`config.mk`:
```
export PLATFORM = sky130hd
export DESIGN_NAME = normalized_range_histogram_unit_flat
export DESIGN_NICKNAME = d
export VERILOG_FILES = /design/src/rtl/nrh_pkg.sv /design/src/rtl/nrh_if.sv /design/src/rtl/normalized_range_histogram_unit.sv /design/src/rtl/nrh_ram.sv /design/src/rtl/nrh_div.sv /design/src/flat_wrapper.sv
export SDC_FILE = /design/constraint.sdc
export NUM_CORES = 2
export LEC_CHECK = 0
export CORE_MARGIN = 5
export CORE_UTILIZATION = 25
export CTS_CLUSTER_SIZE = 20
export DETAILED_ROUTE_END_ITERATION = 10
export DONT_BUFFER_PORTS = 1
export SYNTH_ARGS = -nofsm -noshare
export SYNTH_HDL_FRONTEND = slang
export SYNTH_SLANG_ARGS = --single-unit
```
`constraint.sdc`:
```
create_clock -name i_clk -period 11.4 [get_ports i_clk]
set_input_delay 0.57 -clock i_clk [delete_from_list [all_inputs] [get_ports i_clk]]
set_output_delay 0.57 -clock i_clk [all_outputs]
set_load 0.05 [all_outputs]
```
`src/rtl/nrh_pkg.sv`:
```
// shared types, constants and register codes for the normalized range histogram
// no dependencies; imported by every other file of the block
package nrh_pkg;

    localparam int MAX_CLASSES_DEF  = 64;
    localparam int COUNT_WIDTH_DEF  = 32;
    localparam int SAMPLE_WIDTH_DEF = 16;

    // fixed field widths
    localparam int BOUND_W    = 16;
    localparam int CLASS_W    = 7;
    localparam int BIN_IDX_W  = 6;
    localparam int FRAC_W     = 17;
    localparam int FRAC_SHIFT = 16;
    localparam int CFG_IDX_W  = 2;
    localparam int CFG_DATA_W = 16;

    // bin divider retires this many quotient bits per cycle
    localparam int BIN_STEP_BITS = 4;

    localparam logic [FRAC_W-1:0] FRAC_ONE = FRAC_W'(1 << FRAC_SHIFT);

    // configuration register indexes
    localparam logic [CFG_IDX_W-1:0] CFG_LOW   = 2'd0;
    localparam logic [CFG_IDX_W-1:0] CFG_HIGH  = 2'd1;
    localparam logic [CFG_IDX_W-1:0] CFG_CLASS = 2'd2;

    localparam logic signed [BOUND_W-1:0] LOW_RST   = 16'sd0;
    localparam logic signed [BOUND_W-1:0] HIGH_RST  = 16'sd32767;
    localparam logic [CLASS_W-1:0]        CLASS_RST = 7'd16;

    typedef enum logic [3:0] {
        ST_IDLE,
        ST_BIN,
        ST_BIN_WAIT,
        ST_RD,
        ST_UPD,
        ST_EM_RD,
        ST_EM_DIV,
        ST_EM_WAIT,
        ST_EM_OUT
    } t_state;

    typedef struct packed {
        logic busy;
        logic done;
    } t_div_stat;

endpackage

```
`src/rtl/nrh_if.sv`:
```
// valid/ready channel interfaces: sample input, bin result output, register writes
// depends on nrh_pkg for field widths
interface nrh_in_if
    import nrh_pkg::*;
#(
    parameter int SAMPLE_WIDTH = SAMPLE_WIDTH_DEF
);
    logic                           valid;
    logic                           ready;
    logic signed [SAMPLE_WIDTH-1:0] pixel_value;
    logic                           final_pixel;

    modport source (output valid, output pixel_value, output final_pixel, input ready);
    modport sink   (input valid, input pixel_value, input final_pixel, output ready);
endinterface

interface nrh_out_if
    import nrh_pkg::*;
();
    logic                 valid;
    logic                 ready;
    logic [BIN_IDX_W-1:0] bin_index;
    logic [FRAC_W-1:0]    bin_fraction;
    logic                 no_samples;
    logic                 final_bin;

    modport source (output valid, output bin_index, output bin_fraction,
                    output no_samples, output final_bin, input ready);
    modport sink   (input valid, input bin_index, input bin_fraction,
                    input no_samples, input final_bin, output ready);
endinterface

interface nrh_cfg_if
    import nrh_pkg::*;
();
    logic                  valid;
    logic                  ready;
    logic [CFG_IDX_W-1:0]  reg_index;
    logic [CFG_DATA_W-1:0] reg_data;

    modport source (output valid, output reg_index, output reg_data, input ready);
    modport sink   (input valid, input reg_index, input reg_data, output ready);
endinterface

```
`src/rtl/normalized_range_histogram_unit.sv`:
```
// normalized range histogram: top level with control sequencer and config registers
// depends on nrh_pkg, nrh_if, nrh_ram and nrh_div
//
// usage:
//   i_pix  : sample items (pixel_value, final_pixel), one at a time
//   o_res  : bin result items (bin_index, bin_fraction, no_samples, final_bin)
//   i_cfg  : register writes, index 0 low bound, 1 high bound, 2 class count;
//            always ready, write only while no image is in flight
// bin counters live in a ram; each sample is a read-modify-write of one bin.
// an in-range sample is accepted, set up, binned by the radix-16 bin divider,
// then read from the ram and written back; with equal bounds the divider is
// skipped, and an out-of-range sample only passes accept and setup.
// on a final sample, after its own update, one item per bin in use follows:
// ram read, fraction setup, the bit-serial fraction divider (skipped when the
// total is zero) and an output state that waits for o_res ready. the next
// sample is taken after the last bin item is delivered.
// o_res holds its payload while the receiver stalls; nothing is lost.
// reset clears the counters at once through per-bin valid bits and loads the
// register defaults (0, 32767, 16).
module normalized_range_histogram_unit
    import nrh_pkg::*;
#(
    parameter int MAX_CLASSES  = MAX_CLASSES_DEF,
    parameter int COUNT_WIDTH  = COUNT_WIDTH_DEF,
    parameter int SAMPLE_WIDTH = SAMPLE_WIDTH_DEF
) (
    input  logic      i_clk,
    input  logic      i_rst_n,
    nrh_in_if.sink    i_pix,
    nrh_out_if.source o_res,
    nrh_cfg_if.sink   i_cfg
);

    localparam int IDX_W  = $clog2(MAX_CLASSES);
    localparam int CLS_W  = $clog2(MAX_CLASSES + 1);
    localparam int CC_W   = (CLS_W > CLASS_W) ? CLS_W : CLASS_W;
    localparam int EXT_W  = ((SAMPLE_WIDTH > BOUND_W) ? SAMPLE_WIDTH : BOUND_W) + 1;
    localparam int PROD_W = BOUND_W + CLS_W;
    localparam int FNUM_W = COUNT_WIDTH + FRAC_SHIFT;

    t_state r_state, n_state;

    logic signed [BOUND_W-1:0] r_low;
    logic signed [BOUND_W-1:0] r_high;
    logic [CLASS_W-1:0]        r_class;

    logic [BOUND_W-1:0]     r_off;
    logic                   r_inr;
    logic                   r_last;
    logic [IDX_W-1:0]       r_bin;
    logic [IDX_W-1:0]       r_idx;
    logic [MAX_CLASSES-1:0] r_valid;
    logic [COUNT_WIDTH-1:0] r_total;
    logic [FRAC_W-1:0]      r_frac;

    logic [CC_W-1:0]  cc_ext;
    logic [CLS_W-1:0] eff;

    logic signed [EXT_W-1:0] s_ext, low_ext, high_ext, off_full, span_full;
    logic [BOUND_W-1:0]      span;
    logic                    in_range;
    logic                    span_zero;
    logic [PROD_W-1:0]       prod;

    logic             pix_ready;
    logic             res_valid;
    logic             bdiv_start;
    logic             fdiv_start;
    t_div_stat        bdiv_stat;
    t_div_stat        fdiv_stat;
    logic [CLS_W-1:0] bdiv_quo;
    logic [CLS_W-1:0] bin_q;
    logic [FRAC_W-1:0] fdiv_quo;

    logic                   ram_we;
    logic [IDX_W-1:0]       ram_raddr;
    logic [COUNT_WIDTH-1:0] ram_rdata;
    logic [COUNT_WIDTH-1:0] old_count;
    logic [COUNT_WIDTH-1:0] ram_wdata;
    logic [COUNT_WIDTH-1:0] cur_count;
    logic                   last_bin;
    logic                   res_fire;

    // bins in use: zero acts as one, large values stop at the table size
    always_comb begin
        cc_ext = CC_W'(r_class);
        if (cc_ext == '0) begin
            eff = CLS_W'(1);
        end else if (cc_ext > CC_W'(MAX_CLASSES)) begin
            eff = CLS_W'(MAX_CLASSES);
        end else begin
            eff = CLS_W'(cc_ext);
        end
    end

    assign s_ext     = EXT_W'($signed(i_pix.pixel_value));
    assign low_ext   = EXT_W'(r_low);
    assign high_ext  = EXT_W'(r_high);
    assign off_full  = s_ext - low_ext;
    assign span_full = high_ext - low_ext;
    assign span      = span_full[BOUND_W-1:0];
    assign span_zero = (span == '0);
    assign in_range  = (s_ext >= low_ext) && (s_ext <= high_ext);
    assign prod      = PROD_W'(r_off) * PROD_W'(eff);

    assign bin_q     = (bdiv_quo >= eff) ? (eff - CLS_W'(1)) : bdiv_quo;
    assign old_count = r_valid[r_bin] ? ram_rdata : '0;
    assign ram_wdata = (old_count == {COUNT_WIDTH{1'b1}}) ? old_count
                                                          : old_count + COUNT_WIDTH'(1);
    assign cur_count = r_valid[r_idx] ? ram_rdata : '0;
    assign last_bin  = ((CLS_W'(r_idx) + CLS_W'(1)) == eff);
    assign res_fire  = res_valid && o_res.ready;

    nrh_ram #(
        .WIDTH (COUNT_WIDTH),
        .DEPTH (MAX_CLASSES)
    ) u_bins (
        .i_clk   (i_clk),
        .i_we    (ram_we),
        .i_waddr (r_bin),
        .i_wdata (ram_wdata),
        .i_raddr (ram_raddr),
        .o_rdata (ram_rdata)
    );

    nrh_div #(
        .NUM_W     (PROD_W),
        .DEN_W     (BOUND_W),
        .QUO_W     (CLS_W),
        .STEP_BITS (BIN_STEP_BITS)
    ) u_bin_div (
        .i_clk   (i_clk),
        .i_rst_n (i_rst_n),
        .i_start (bdiv_start),
        .i_num   (prod),
        .i_den   (span),
        .o_stat  (bdiv_stat),
        .o_quo   (bdiv_quo)
    );

    nrh_div #(
        .NUM_W     (FNUM_W),
        .DEN_W     (COUNT_WIDTH),
        .QUO_W     (FRAC_W),
        .STEP_BITS (1)
    ) u_frac_div (
        .i_clk   (i_clk),
        .i_rst_n (i_rst_n),
        .i_start (fdiv_start),
        .i_num   ({cur_count, {FRAC_SHIFT{1'b0}}}),
        .i_den   (r_total),
        .o_stat  (fdiv_stat),
        .o_quo   (fdiv_quo)
    );

    // next state
    always_comb begin
        n_state = r_state;
        case (r_state)
            ST_IDLE: begin
                if (i_pix.valid) begin
                    n_state = ST_BIN;
                end
            end
            ST_BIN: begin
                if (!r_inr) begin
                    n_state = r_last ? ST_EM_RD : ST_IDLE;
                end else if (span_zero) begin
                    n_state = ST_RD;
                end else begin
                    n_state = ST_BIN_WAIT;
                end
            end
            ST_BIN_WAIT: begin
                if (bdiv_stat.done) begin
                    n_state = ST_RD;
                end
            end
            ST_RD: begin
                n_state = ST_UPD;
            end
            ST_UPD: begin
                n_state = r_last ? ST_EM_RD : ST_IDLE;
            end
            ST_EM_RD: begin
                n_state = ST_EM_DIV;
            end
            ST_EM_DIV: begin
                n_state = (r_total == '0) ? ST_EM_OUT : ST_EM_WAIT;
            end
            ST_EM_WAIT: begin
                if (fdiv_stat.done) begin
                    n_state = ST_EM_OUT;
                end
            end
            ST_EM_OUT: begin
                if (o_res.ready) begin
                    n_state = last_bin ? ST_IDLE : ST_EM_RD;
                end
            end
            default: begin
                n_state = ST_IDLE;
            end
        endcase
    end

    // state outputs
    always_comb begin
        pix_ready  = 1'b0;
        res_valid  = 1'b0;
        bdiv_start = 1'b0;
        fdiv_start = 1'b0;
        ram_we     = 1'b0;
        ram_raddr  = r_bin;
        case (r_state)
            ST_IDLE: begin
                pix_ready = 1'b1;
            end
            ST_BIN: begin
                bdiv_start = r_inr && !span_zero;
            end
            ST_UPD: begin
                ram_we = 1'b1;
            end
            ST_EM_RD: begin
                ram_raddr = r_idx;
            end
            ST_EM_DIV: begin
                fdiv_start = (r_total != '0);
            end
            ST_EM_OUT: begin
                res_valid = 1'b1;
            end
            default: begin
                pix_ready = 1'b0;
            end
        endcase
    end

    always_ff @(posedge i_clk) begin
        if (!i_rst_n) begin
            r_state <= ST_IDLE;
            r_low   <= LOW_RST;
            r_high  <= HIGH_RST;
            r_class <= CLASS_RST;
            r_valid <= '0;
            r_total <= '0;
            r_idx   <= '0;
            r_inr   <= 1'b0;
            r_last  <= 1'b0;
        end else begin
            r_state <= n_state;
            if (i_cfg.valid && i_cfg.ready) begin
                case (i_cfg.reg_index)
                    CFG_LOW:   r_low   <= $signed(i_cfg.reg_data[BOUND_W-1:0]);
                    CFG_HIGH:  r_high  <= $signed(i_cfg.reg_data[BOUND_W-1:0]);
                    CFG_CLASS: r_class <= i_cfg.reg_data[CLASS_W-1:0];
                    default: ;
                endcase
            end
            case (r_state)
                ST_IDLE: begin
                    r_idx <= '0;
                    if (i_pix.valid) begin
                        r_inr  <= in_range;
                        r_last <= i_pix.final_pixel;
                    end
                end
                ST_UPD: begin
                    r_valid[r_bin] <= 1'b1;
                    if (r_total != {COUNT_WIDTH{1'b1}}) begin
                        r_total <= r_total + COUNT_WIDTH'(1);
                    end
                end
                ST_EM_OUT: begin
                    if (o_res.ready) begin
                        if (last_bin) begin
                            r_valid <= '0;
                            r_total <= '0;
                        end else begin
                            r_idx <= r_idx + IDX_W'(1);
                        end
                    end
                end
                default: ;
            endcase
        end
    end

    // payload registers
    always_ff @(posedge i_clk) begin
        case (r_state)
            ST_IDLE: begin
                // offset fits 16 bits whenever the sample is in range
                r_off <= off_full[BOUND_W-1:0];
            end
            ST_BIN: begin
                r_bin <= '0;
            end
            ST_BIN_WAIT: begin
                if (bdiv_stat.done) begin
                    r_bin <= bin_q[IDX_W-1:0];
                end
            end
            ST_EM_DIV: begin
                r_frac <= '0;
            end
            ST_EM_WAIT: begin
                if (fdiv_stat.done) begin
                    r_frac <= (fdiv_quo > FRAC_ONE) ? FRAC_ONE : fdiv_quo;
                end
            end
            default: ;
        endcase
    end

    assign i_pix.ready        = pix_ready;
    assign i_cfg.ready        = 1'b1;
    assign o_res.valid        = res_valid;
    assign o_res.bin_index    = BIN_IDX_W'(r_idx);
    assign o_res.bin_fraction = r_frac;
    assign o_res.no_samples   = (r_total == '0);
    assign o_res.final_bin    = last_bin;

    // counters are clear once the last bin item of a run has gone out
    a_clear_after_run: assert property (@(posedge i_clk) disable iff (!i_rst_n)
        (res_fire && last_bin) |=> (r_total == '0 && r_valid == '0))
        else $error("counters not cleared after last bin item");

    // no sample is taken while either divider is working
    a_no_accept_busy: assert property (@(posedge i_clk) disable iff (!i_rst_n)
        (bdiv_stat.busy || fdiv_stat.busy) |-> !pix_ready)
        else $error("sample accepted while a divider is busy");

    // an empty histogram reports zero fractions
    a_zero_fraction: assert property (@(posedge i_clk) disable iff (!i_rst_n)
        (res_valid && o_res.no_samples) |-> (o_res.bin_fraction == '0))
        else $error("nonzero fraction with zero total");

    // bin updates stay inside the bins in use
    a_bin_in_use: assert property (@(posedge i_clk) disable iff (!i_rst_n)
        ram_we |-> (CLS_W'(r_bin) < eff))
        else $error("bin update outside the bins in use");

endmodule

```
`src/rtl/nrh_ram.sv`:
```
// generic simple dual port ram, one write port and one registered read port
// depends on nrh_pkg for default sizes
module nrh_ram
    import nrh_pkg::*;
#(
    parameter int WIDTH = COUNT_WIDTH_DEF,
    parameter int DEPTH = MAX_CLASSES_DEF,
    localparam int AW   = $clog2(DEPTH)
) (
    input  logic             i_clk,
    input  logic             i_we,
    input  logic [AW-1:0]    i_waddr,
    input  logic [WIDTH-1:0] i_wdata,
    input  logic [AW-1:0]    i_raddr,
    output logic [WIDTH-1:0] o_rdata
);

    logic [WIDTH-1:0] r_mem [DEPTH];
    logic [WIDTH-1:0] r_rdata;

    always_ff @(posedge i_clk) begin
        if (i_we) begin
            r_mem[i_waddr] <= i_wdata;
        end
        r_rdata <= r_mem[i_raddr];
    end

    assign o_rdata = r_rdata;

endmodule

```
`src/rtl/nrh_div.sv`:
```
// iterative unsigned divider for quotients known to fit in QUO_W bits
// depends on nrh_pkg for the status struct
module nrh_div
    import nrh_pkg::*;
#(
    parameter int NUM_W     = 48,
    parameter int DEN_W     = 32,
    parameter int QUO_W     = FRAC_W,
    parameter int STEP_BITS = 1,
    localparam int ITER     = (QUO_W + STEP_BITS - 1) / STEP_BITS,
    localparam int QP       = ITER * STEP_BITS,
    localparam int EXT_W    = NUM_W + QP + DEN_W,
    localparam int CNT_W    = $clog2(ITER + 1)
) (
    input  logic             i_clk,
    input  logic             i_rst_n,
    input  logic             i_start,
    input  logic [NUM_W-1:0] i_num,
    input  logic [DEN_W-1:0] i_den,
    output t_div_stat        o_stat,
    output logic [QUO_W-1:0] o_quo
);

    logic [DEN_W-1:0] r_rem,  n_rem;
    logic [QP-1:0]    r_low,  n_low;
    logic [DEN_W-1:0] r_den;
    logic [CNT_W-1:0] r_cnt;
    logic             r_busy;
    logic             r_done;
    logic [EXT_W-1:0] num_ext;

    assign num_ext = EXT_W'(i_num);

    // restoring steps, one quotient bit shifted into the low word per step
    always_comb begin
        logic [DEN_W:0] t;
        logic           ge;
        n_rem = r_rem;
        n_low = r_low;
        for (int k = 0; k < STEP_BITS; k++) begin
            t  = {n_rem, n_low[QP-1]};
            ge = (t >= {1'b0, r_den});
            if (ge) begin
                t = t - {1'b0, r_den};
            end
            n_rem = t[DEN_W-1:0];
            n_low = {n_low[QP-2:0], ge};
        end
    end

    always_ff @(posedge i_clk) begin
        if (!i_rst_n) begin
            r_busy <= 1'b0;
            r_done <= 1'b0;
            r_cnt  <= '0;
        end else begin
            r_done <= 1'b0;
            if (i_start) begin
                r_busy <= 1'b1;
                r_cnt  <= CNT_W'(ITER);
            end else if (r_busy) begin
                r_cnt <= r_cnt - CNT_W'(1);
                if (r_cnt == CNT_W'(1)) begin
                    r_busy <= 1'b0;
                    r_done <= 1'b1;
                end
            end
        end
    end

    always_ff @(posedge i_clk) begin
        if (i_start) begin
            // upper part is below the divisor since the quotient fits in QP bits
            r_rem <= num_ext[QP +: DEN_W];
            r_low <= num_ext[QP-1:0];
            r_den <= i_den;
        end else if (r_busy) begin
            r_rem <= n_rem;
            r_low <= n_low;
        end
    end

    assign o_stat.busy = r_busy;
    assign o_stat.done = r_done;
    assign o_quo       = r_low[QUO_W-1:0];

endmodule
```
`src/flat_wrapper.sv`:
```
// flat-port wrapper written by rule: the top's interface ports become plain ports
module normalized_range_histogram_unit_flat import nrh_pkg::*;
#(
    parameter int MAX_CLASSES  = MAX_CLASSES_DEF,
    parameter int COUNT_WIDTH  = COUNT_WIDTH_DEF,
    parameter int SAMPLE_WIDTH = SAMPLE_WIDTH_DEF
)
  (i_clk, i_rst_n, i_pix_valid, i_pix_pixel_value, i_pix_final_pixel, i_pix_ready, o_res_valid, o_res_bin_index, o_res_bin_fraction, o_res_no_samples, o_res_final_bin, o_res_ready, i_cfg_valid, i_cfg_reg_index, i_cfg_reg_data, i_cfg_ready);
  nrh_in_if #(.SAMPLE_WIDTH(SAMPLE_WIDTH)) i_pix_i ();
  nrh_out_if o_res_i ();
  nrh_cfg_if i_cfg_i ();
  input  logic i_clk;
  input  logic i_rst_n;
  input wire logic [$bits(i_pix_i.valid)-1:0] i_pix_valid;
  input wire logic [$bits(i_pix_i.pixel_value)-1:0] i_pix_pixel_value;
  input wire logic [$bits(i_pix_i.final_pixel)-1:0] i_pix_final_pixel;
  output wire logic [$bits(i_pix_i.ready)-1:0] i_pix_ready;
  output wire logic [$bits(o_res_i.valid)-1:0] o_res_valid;
  output wire logic [$bits(o_res_i.bin_index)-1:0] o_res_bin_index;
  output wire logic [$bits(o_res_i.bin_fraction)-1:0] o_res_bin_fraction;
  output wire logic [$bits(o_res_i.no_samples)-1:0] o_res_no_samples;
  output wire logic [$bits(o_res_i.final_bin)-1:0] o_res_final_bin;
  input wire logic [$bits(o_res_i.ready)-1:0] o_res_ready;
  input wire logic [$bits(i_cfg_i.valid)-1:0] i_cfg_valid;
  input wire logic [$bits(i_cfg_i.reg_index)-1:0] i_cfg_reg_index;
  input wire logic [$bits(i_cfg_i.reg_data)-1:0] i_cfg_reg_data;
  output wire logic [$bits(i_cfg_i.ready)-1:0] i_cfg_ready;
  assign i_pix_i.valid = i_pix_valid;
  assign i_pix_i.pixel_value = i_pix_pixel_value;
  assign i_pix_i.final_pixel = i_pix_final_pixel;
  assign i_pix_ready = i_pix_i.ready;
  assign o_res_valid = o_res_i.valid;
  assign o_res_bin_index = o_res_i.bin_index;
  assign o_res_bin_fraction = o_res_i.bin_fraction;
  assign o_res_no_samples = o_res_i.no_samples;
  assign o_res_final_bin = o_res_i.final_bin;
  assign o_res_i.ready = o_res_ready;
  assign i_cfg_i.valid = i_cfg_valid;
  assign i_cfg_i.reg_index = i_cfg_reg_index;
  assign i_cfg_i.reg_data = i_cfg_reg_data;
  assign i_cfg_ready = i_cfg_i.ready;
  normalized_range_histogram_unit #(.MAX_CLASSES(MAX_CLASSES), .COUNT_WIDTH(COUNT_WIDTH), .SAMPLE_WIDTH(SAMPLE_WIDTH)) u_core (.i_clk(i_clk), .i_rst_n(i_rst_n), .i_pix(i_pix_i), .o_res(o_res_i), .i_cfg(i_cfg_i));
endmodule
```
# Word level (Yosys, flattened, before mapping)
# Memory sizes are Yosys's and may differ from the RTL's. A register that Yosys moved wholly into a read port is not among the register bits.
# Index checks and enable logic that the tools add are counted.
dict set report word_totals {
  ff_bits 318
  ram_bits 2048
  out_inout_bits 28
  elab_cells 184
  mem_count 1
}
# name words width read_ports rd_clocked_by_memory_dff write_ports line
set memory_table {}
lappend memory_table {u_core.u_bins.r_mem 64 32 1 1 1 nrh_ram.sv:18} ;# logic [WIDTH-1:0] r_mem [DEPTH];
dict set report op_classes {
  add_sub_neg 14
  mul 1
  magnitude_cmp 13
  eq_ne 22
  mux 70
  n_bitwise 4
  n_reduce_logical 30
}
# op n
set ops {}
lappend ops {{32-bit two-way mux} 7}
lappend ops {{64-bit two-way mux} 2}
lappend ops {{64-bit one-hot mux with 2 select lines} 1}
lappend ops {{16-bit subtractor} 6}
lappend ops {{17-bit by 16-bit >= comparator with 1-bit output} 4}
lappend ops {{17-bit two-way mux} 4}
lappend ops {{32-bit by 1-bit adder with 32-bit output, second input constant} 2}
lappend ops {{16-bit two-way mux} 4}
lappend ops {{64-bit OR} 1}
lappend ops {{32-bit one-hot mux with 2 select lines} 1}
lappend ops {{31-bit two-way mux} 2}
lappend ops {{4-bit one-hot mux with 9 select lines} 1}
lappend ops {{17-bit one-hot mux with 2 select lines} 1}
lappend ops {{33-bit by 32-bit >= comparator with 1-bit output} 1}
lappend ops {{32-bit equality test, second input constant} 1}
lappend ops {{32-bit logical NOT} 1}
lappend ops {{32-bit != test, second input constant} 1}
lappend ops {{32-bit nonzero test} 1}
lappend ops {{32-bit subtractor} 1}
lappend ops {{15-bit two-way mux} 2}
lappend ops {{6-bit two-way mux} 5}
lappend ops {{4-bit two-way mux} 6}
lappend ops {{6-bit one-hot mux with 2 select lines} 2}
lappend ops {{16-bit by 7-bit multiplier with 23-bit output} 1}
lappend ops {{43 further kinds} 96}

# Longest topological paths before layout
dict set report logic_depth {
  ltp_word 10
  depth_mapped 44
  ltp_nobuf 42
}

# By module
# From an unflattened synthesis, not the netlist that was laid out.
dict set report hier_totals {
  cells_unflattened 6299
  hier_area_um2 105678.9
}
# mod n_inst cells_per_inst area_each_um2 seq_area_each_um2
set by_module_without_submodules {}
lappend by_module_without_submodules {nrh_ram 1 3324 78515.3 62139.6}
lappend by_module_without_submodules {normalized_range_histogram_unit 1 1792 15504.9 4113.9}
lappend by_module_without_submodules {{nrh_div at u_core.u_bin_div} 1 687 6072.1 1271.2}
lappend by_module_without_submodules {{nrh_div at u_core.u_frac_div} 1 496 5586.6 2562.5}

# Worst setup path before layout
# OpenSTA, ideal clock, no wires.
dict set report synth_path {
  kind {reg2reg}
  startpoint {reg u_core.u_bin_div.r_den[1]}
  endpoint {reg u_core.u_bin_div.r_rem[12] (data pin)}
  arrival_ns 9.456
  required_ns 11.237
  setup_slack_ns 1.781
  stages_incl_launch_ff 43
  path_cell_list {edfxtp_1 > inv_1 > ha_1 > nor2b_1 > o31ai_1 > a21oi_1 > a21oi_1 > a21oi_1 > nor3_4 > clkbuf_1 > mux2_2 > ha_1 > or4_1 > o211a_1 > a221oi_2 > o21ai_1 > and2_1 > o21bai_2 > [... 7 more ...] > o21a_1 > o22ai_1 > nor2b_1 > o21ai_2 > buf_6 > mux2i_1 > ha_1 > a21o_1 > a21o_1 > a21oi_1 > o21ai_0 > a221oi_1 > or2_2 > o211ai_1 > a21oi_1 > clkbuf_1 > nand3_1 > o221ai_1}
}
dict set report synth_via {
  elab_chain_cells 10
}
# element line
set synth_rtl {}
lappend synth_rtl {{start, declared} nrh_div.sv:26} ;# logic [DEN_W-1:0] r_den;
lappend synth_rtl {{start signal, assigned} nrh_div.sv:76} ;# r_den <= i_den;
lappend synth_rtl {{16-bit subtractor / 17-bit by 16-bit >= comparator with 1-bit output (equally long branches)} {nrh_div.sv:44, nrh_div.sv:42}}
lappend synth_rtl {{16-bit two-way mux} nrh_div.sv:43} ;# if (ge) begin
lappend synth_rtl {{16-bit subtractor / 17-bit by 16-bit >= comparator with 1-bit output (equally long branches)} {nrh_div.sv:44, nrh_div.sv:42}}
lappend synth_rtl {{16-bit two-way mux} nrh_div.sv:43}
lappend synth_rtl {{16-bit subtractor / 17-bit by 16-bit >= comparator with 1-bit output (equally long branches)} {nrh_div.sv:44, nrh_div.sv:42}}
lappend synth_rtl {{16-bit two-way mux} nrh_div.sv:43}
lappend synth_rtl {{16-bit subtractor / 17-bit by 16-bit >= comparator with 1-bit output (equally long branches)} {nrh_div.sv:44, nrh_div.sv:42}}
lappend synth_rtl {{16-bit two-way mux *} nrh_div.sv:43}
lappend synth_rtl {{15-bit two-way mux *} nrh_div.sv:77} ;# end else if (r_busy) begin
lappend synth_rtl {{15-bit two-way mux *} nrh_div.sv:72} ;# if (i_start) begin
lappend synth_rtl {{end signal, assigned} nrh_div.sv:74} ;# r_rem <= num_ext[QP +: DEN_W];
lappend synth_rtl {{end signal, assigned} nrh_div.sv:78} ;# r_rem <= n_rem;
lappend synth_rtl {{end, declared} nrh_div.sv:24} ;# logic [DEN_W-1:0] r_rem, n_rem;
# Every way passes the cells marked *; elsewhere a longest branch is shown, timed or not. The select of a mux whose other input is x is not followed.
# A chain may end at the register's enable or synchronous reset.

# Final worst setup path
dict set report layout_path {
  startpoint {reg u_core.u_bin_div.r_den[8]}
  endpoint {reg u_core.u_bin_div.r_rem[14] (data pin)}
}
# Same word-level chain as after synthesis.

==> results.toml <==
[clock_tree]
cts_buffers = 266
clkLatencyLatePin_ns = 0.86
cts_buffer_depth = 4
cts_sinks = 2398
clock_tree.root_cell = "clkbuf_16"
cts_tree = "built"
path_clk_slew_ns = 0.06
cts_setup_buffers = 0
htreeDepth = 5

[power_and_ir_drop]
p_clk_share_pct = 30.4
leakage_nw = 39.7
p_seq_share_pct = 36.4
pwr-share-comb_pct = 33.3
ir_worst_vdd_uv = 532
p_int_mw = 19.0
power_density_mw_per_mm2 = 224
power.total_mw = 27.4
p_sw_mw = 8.38
switching_share_pct = 30.6

[route]
ant_nets = 0
vias = 60615
firstDrtPassIters = 8
drc = 0
via_per_inst = 4.86
wirelength_microns = 291000
wl_per_cell_microns = 23.3
drtIter0Drc = 6571

[grt]
antenna_found_initial = 16
grt_max_degree = 110
first_global_vias = 61027
grt-ovfl-total = 0
grt_pass1_wl_microns = 423000
grt_usage_pct = 13.0

[setup_path]
path_class = "flip-flop to flip-flop"
start_kind = "flip-flop"
cp-end-kind = "flip-flop"
cpMostUsedCell = "buf_4"
cp_max_fo = 9
critPathMaxStageDelay_ns = 0.53
cp.arrival_ns = 11.14
crit_required_ns = 12.06
cpMaxStageDelayCell = "or4_1"
rr_worst_depth = 46

[timing]
skew_ns = 0.0918
fin_crit_ns = 10.48
hold_violations = 0
worst_pin_slew_ns = 1.35
max_clock_freq_mhz = 95.4
final.setup.tns_ns = 0
post-route-period-util_pct = 91.9
drv_slew = 0
finalSetupViolations = 0
slew_headroom_pct = 9.45
rsz0062_at_grt = "false"

[die]
start_util_pct = 25.1
fp-row-count = 237
ios = 68
core_area_sq_mm = 0.416
die_area_sq_mm = 0.431
die_w_microns = 656
die_h_microns = 656

[yosys]
seq_area_frac_synth_pct = 67.0
synth_cell_types = 87
async_reset_ff_share_pct = 0
synth-edff-count = 2190
syn_avg_cell_area_sq_um = 16.0
yosysWarnings = 0
syn_nets = 6831
synthCells = 6516
synth_area_sq_mm = 0.104
synth_flop_cell = "edfxtp_1"
synth-seq-cells = 2398

[place]
io_buffers = 0
place_congestion = 0.823
dp_hpwl_microns = 172000
dp.cells = 11983

[worst_hold_path]
holdPathStages = 3
hold_path_class = "primary input to flip-flop"

[job]
drv_cap = 0

[final_layout]
multiInputGateArea_sq_mm = 0.0331
fin_cells = 12479
area_delta_synth_final_pct = 16.7
final_nets = 7095
fillers = 41018
regArea_sq_mm = 0.0699
drive_gt1_share_pct = 20.3

[run_status]
status = "completed"
## final timing paths
kind | startpoint | to | slack [ns]
max reg2reg | u_core.u_bin_div.r_den[8] | u_core.u_bin_div.r_rem[14] | 0.92
max | u_core.u_bin_div.r_den[8] | u_core.u_bin_div.r_rem[14] | 0.92
min | i_pix_valid | u_core.r_inr | 0.1
min reg2reg | u_core.r_low[4] | u_core.r_low[4] | 0.47
## layer usage
metal / wire length (microns) / up-vias / GRT usage, %
met3: 24100 / 447 / 2.62
met1: 121000 / 31726 / 17.6
met5: 0 / - / 0
li1: - / 26062 / -
met4: 8560 / 0 / 3.71
met2: 137000 / 2380 / 21.2
## area by class of cell
type | instances | share of cell area, %
Clock inverter | 110 | 0.873
Multi-Input combinational cell | 3562 | 27.2
Sequential cell | 2398 | 57.4
Antenna cell | 7 | 0.0144
Inverter | 212 | 0.653
Tap cell | 5497 | 5.64
Clock buffer | 353 | 5.97
Timing Repair Buffer | 340 | 2.30
## worst max-delay path, delay by kind of cell (launching register included)
kind	cells	cell delay, ns
and+or+nand+nor	9	2.07
buffers and inverters	9	1.49
adders and majority gates	4	1.13
xor gates and xnor gates	1	0.13
AOI/OAI and AO/OA	20	4.03
muxes	3	1.02
DFF	1	0.40
## stage by stage
step | setup slack (ns) | hold WS, ns | cell area, sq um | util [%]
after floorplan | 1.78 | 0.443 | 104000 | -
after global placement | 0.642 | 0.452 | 113000 | 27.2
after detailed placement | 0.708 | 0.466 | 113000 | 27.2
after CTS | 0.675 | 0.0493 | 122000 | 29.3
after global routing | 0.0708 | 0.0675 | 122000 | 29.3
final | 0.922 | 0.0973 | 122000 | 29.3
## cells in the final DEF, fill, tap and decap left out, drive strengths merged, types with 47 or more instances in the layout
master / n
edfxtp: 2190
nand2: 562
mux4: 541
clkbuf: 353
nor2: 342
buf: 316
a21oi: 252
inv: 223
dfxtp: 208
ha: 199
and2: 184
nand3: 152
a211oi: 140
o21ai: 105
a311oi: 104
xnor2: 92
xor2: 79
fa: 76
nor3: 75
clkinv: 74
nor2b: 50
a31oi: 49
a21o: 48
mux2i: 47
## synth_stat cells (76+ instances only)
master / instances / area [sq um]
dfxtp_1: 208 / 4160
nor2_1: 342 / 1280
a311oi_1: 104 / 911
inv_1: 210 / 788
xor2_1: 79 / 692
mux4_2: 541 / 12200
nand3_1: 152 / 761
and2_1: 184 / 1150
ha_1: 199 / 2490
a21oi_1: 252 / 1260
nand2_1: 562 / 2110
buf_2: 109 / 546
xnor2_1: 92 / 806
a211oi_1: 140 / 1050
o21ai_0: 101 / 505
fa_1: 76 / 1520
edfxtp_1: 2190 / 65800
clkbuf_1: 201 / 754
## timing repair
action / in CTS / in global routing
resized for setup: 0 / 1
hold buffers: 25 / 0
endpoints found under the hold margin: 56 / 0
endpoints found under the setup margin: 0 / 5
## state kept, by name, summed over array words and instances, names as in the netlist, 2 cells and up
register                   count
u_core.u_bin_div.r_den        16
u_core.r_off                  16
u_core.u_bin_div.r_cnt         2
u_core.u_frac_div.o_quo       17
u_core.o_res.bin_index         6
u_core.r_bin                   6
u_core.o_res.bin_fraction     17
u_core.r_low                  16
u_core.u_bins.o_rdata         32
u_core.u_frac_div.r_den       32
u_core.r_state                 4
u_core.cc_ext                  7
u_core.r_valid                64
u_core.r_high                 16
u_core.r_total                32
u_core.u_frac_div.r_rem       32
u_core.u_bins.r_mem         2048
u_core.u_bin_div.r_rem        16
u_core.u_frac_div.r_cnt        5
u_core.u_bin_div.r_low         8
## logic make-up (layout without fill, tap and decap cells)
logic type / after synthesis / after routing / share of synthesized area [%]
compound gates: 891 / 891 / 5.74
xor+xnor: 173 / 173 / 1.48
fa+ha+maj: 275 / 275 / 3.84
buf+inv: 556 / 1015 / 2.15
flops: 2398 / 2398 / 67.0
mux: 634 / 634 / 12.6
other cells: 1 / 8 / 0.00359
simple gates: 1588 / 1588 / 7.21
## power by group through the flow
stage	sequential [mW]	clock, mW	combinational (mW)
global placement	10.1	0	9.16
finish	9.94	8.31	9.10
detailed placement	10.1	0	9.08
CTS	9.94	8.48	9.15
global route	9.94	8.86	9.97
floorplan	10.1	0	5.31
(Power assumes the default switching activity.)
